==> src/mwpa_ram.sv <==
// Generic single-write, single-read RAM with registered read data.
// No dependencies.
`default_nettype none

module mwpa_ram #(
  parameter int W = 8,
  parameter int D = 128
) (
  input  wire logic                 clk,
  input  wire logic                 we,
  input  wire logic [$clog2(D)-1:0] wa,
  input  wire logic [W-1:0]         wd,
  input  wire logic [$clog2(D)-1:0] ra,
  output logic      [W-1:0]         rd
);

  logic [W-1:0] mem [D];

  always_ff @(posedge clk) begin
    if (we) begin
      mem[wa] <= wd;
    end
    rd <= mem[ra];
  end

endmodule

`default_nettype wire

==> config.mk <==
export PLATFORM = sky130hd
export DESIGN_NAME = mwpa_ram
export DESIGN_NICKNAME = d
export VERILOG_FILES = /design/src/mwpa_ram.sv
export SDC_FILE = /design/constraint.sdc
export NUM_CORES = 1
export LEC_CHECK = 0
export BUFFER_PORTS_ARGS = -buffer_cell sky130_fd_sc_hd__clkbuf_2
export CAP_MARGIN = 20
export CORE_MARGIN = 2
export CORE_UTILIZATION = 56
export DETAILED_ROUTE_END_ITERATION = 6
export PLACE_DENSITY_LB_ADDON = 0.12
export SKIP_LAST_GASP = 1
export SYNTH_ARGS = -nofsm -noshare
export SYNTH_HDL_FRONTEND = slang
export SYNTH_SLANG_ARGS = --single-unit
export TNS_END_PERCENT = 30
==> constraint.sdc <==
create_clock -name clk -period 3.5 [get_ports clk]
set_input_delay 0.7 -clock clk [delete_from_list [all_inputs] [get_ports clk]]
set_output_delay 0.7 -clock clk [all_outputs]
set_load 0.01 [all_outputs]
==> flow_metrics.py <==
metrics = {
    "outcome": {
        "status": "completed",
    },
    "yosys": {
        "ys_seq_area_frac": 0.7793,
        "synthFlopType": "edfxtp_1",
        "synth_cell_types": 17,
        "synth_common_cells": "edfxtp_1 (1,024), mux4_2 (336), nor2_1 (122), clkbuf_1 (44), buf_1 (18)",
        "syn-num-nets": 1659,
        "synth-seq-cells": 1032,
        "syn_avg_cell_area_um2": 24.26,
        "synth_area_leaders": "edfxtp_1 (78%), mux4_2 (19%), nor2_1 (1.2%), clkbuf_1 (0.42%), dfxtp_1 (0.40%)",
        "yosysTopAreaCell": "edfxtp_1",
        "post-synth-top-count-cell": "edfxtp_1",
        "syn_inst": 1635,
        "synth_edf_count": 1024,
        "yosysWarnings": 0,
        "synth_top_area_frac": 0.7752,
        "async_reset_ff_frac": 0,
        "syn_area_um2": 39670,
    },
    "setup_path": {
        "cp-end-kind": "register",
        "required_ps": 4040,
        "cp.arrival_ps": 3270,
        "r2r_slack_ps": 1060,
        "worst-path-buf-inv": 3,
        "cpPeakStageDelay_ps": 590,
        "worstSetupPathType": "primary input to register",
        "crit_chain": "buf_8 > buf_12 > buf_4 > mux4_2 > mux4_2 > mux4_2 > mux2_2",
        "critPathSlowestCell": "mux4_2",
        "path_common_cell": "mux4_2",
        "cp_max_fo": 10,
        "critPathTopFamily": "multiplexers",
        "worstSetupStartpointType": "primary input",
    },
    "sta": {
        "setup_ws_ps": 769.3,
        "holdWs_ps": 550.7,
        "fin_crit_sh": 0.7802,
        "min_period_ps": 2731,
        "slew-limit-headroom": 0.3143,
        "clock.fmax_mhz": 366.2,
        "setup_viol": 0,
        "rsz0062_at_grt": "false",
        "hold_viol_final": 0,
        "slew_viol_final": 0,
        "worstMarginPinSlew_ps": 1029,
        "finalSetupTns_ps": 0,
        "clock_skew_ps": 11.35,
    },
    "pwr": {
        "p_leak_nw": 14.34,
        "vdd_drop_max_uv": 414.1,
        "power_density_nw_per_um2": 556.5,
    },
    "placed_design": {
        "place_hpwl_um": 54490,
        "io_buffers": 31,
        "dpl.cell_count": 2701,
        "place_ws_ps": 63.76,
        "place_congestion": 0.7924,
    },
    "routing": {
        "ant_nets": 0,
        "dr.pass1.iters": 7,
        "drt_iter0_drc": 2161,
        "via_count": 18100,
        "wl_per_cell_um": 30.22,
        "vias_per_cell": 6.271,
        "drc": 0,
        "wl_um": 87230,
    },
    "grt": {
        "antenna_found_initial": 4,
        "grt_usage": 0.2464,
        "grt_pass1_wl_um": 129100,
        "grt_max_degree": 129,
        "overflow": 0,
        "grt_pass1_vias": 18490,
    },
    "cells_and_area": {
        "syn_to_final_growth_pct": 14.88,
        "layout.cells.non_filler": 2886,
        "nets": 1887,
        "drive_above_1_share": 0.3609,
    },
    "floorplanning": {
        "core_area_um2": 70030,
        "die_area_um2": 72980,
        "die_height_um": 270.1,
        "die_x_um": 270.1,
        "start_util": 0.5664,
        "io_pins": 32,
        "rows": 97,
    },
    "hold_path": {
        "hold_class": "primary input to register",
    },
    "cts": {
        "postCtsHoldBufs": 0,
        "cts_made_buffers": 100,
        "cts.repair.resized": 0,
        "clk_latency_ps": 650,
        "h-tree-depth": 3,
        "post_cts_buffers": 0,
        "cts_max_path_buffers": 3,
        "cts_tree": "built",
        "cts.sinks": 1032,
        "path_clk_slew_ps": 60,
        "root_buffer": "clkbuf_16",
    },
    "flow_run": {
        "cap_viol_max_count": 0,
    },
}
[final timing paths]
check	startpoint	to	depth (start not counted)
max	ra[0]	rd[2]$_DFF_P_	7
min reg2reg	mem[126][0]$_DFFE_PP_	rd[0]$_DFF_P_	4
max reg2reg	mem[5][2]$_DFFE_PP_	rd[2]$_DFF_P_	4
min	ra[5]	rd[6]$_DFF_P_	2
[power breakdown]
part	total [W]	internal, W	switching [W]
combinational	0.00131	0.000568	0.000745
sequential	0.0137	0.0136	0.0000232
clock	0.0104	0.00593	0.00445
[state kept, by name (all words and copies together) (netlist names)]
register  count
mem        1024
rd            8
[per-layer routing]
metal | share of wire | vias to the layer above | track usage
met5 | 0.00018 | - | 0
met4 | 0.020 | 2 | 0.06155
met3 | 0.077 | 103 | 0.03627
met2 | 0.49 | 753 | 0.3817
met1 | 0.42 | 9759 | 0.3783
li1 | - | 7481 | -
[layout make-up]
cell class                      instances  area, µm²
Sequential cell                      1032      30910
Fill cell                            4530      24460
Multi-Input combinational cell        514       8354
Clock buffer                          121       2624
Timing Repair Buffer                  215       1957
Tap cell                              940       1176
Clock inverter                         63      545.5
Antenna cell                            1      2.502
[metrics by stage]
| step | total power (W) | utilization | cell area (µm²) |
|---|---|---|---|
| after floorplan | 0.01462 | - | 39670 |
| after global placement | 0.01525 | 0.6054 | 42400 |
| after detailed placement | 0.01527 | 0.6054 | 42400 |
| after CTS | 0.02557 | 0.6507 | 45570 |
| after global routing | 0.02610 | 0.6507 | 45570 |
| final | 0.02536 | 0.6507 | 45570 |
[cells in the final DEF (no fill, tap or decap)]
cell type and instances:
diode_2 1, buf_4 164, nand2b_1 2, nor2_1 122, nor3_1 9, clkinvlp_4 8
mux4_2 336, mux2_2 8, clkbuf_16 102, clkinv_2 17, clkinv_4 3, nor2b_1 7
dfxtp_1 8, or3_1 1, buf_8 2, nand4_1 3, inv_6 4, edfxtp_1 1024
nand3_1 12, clkinv_1 22, clkinv_8 1, nand2_1 14, clkbuf_1 19, bufinv_16 8
clkbuf_2 19, buf_12 30
[cells by family after synthesis]
kind of cell	after synthesis	synth area share
and+or+nand+nor	170	0.01757
DFF	1032	0.7793
muxes	344	0.1930
buffers and inverters	89	0.01013
No activity file was read; power rests on OpenSTA's default activity.
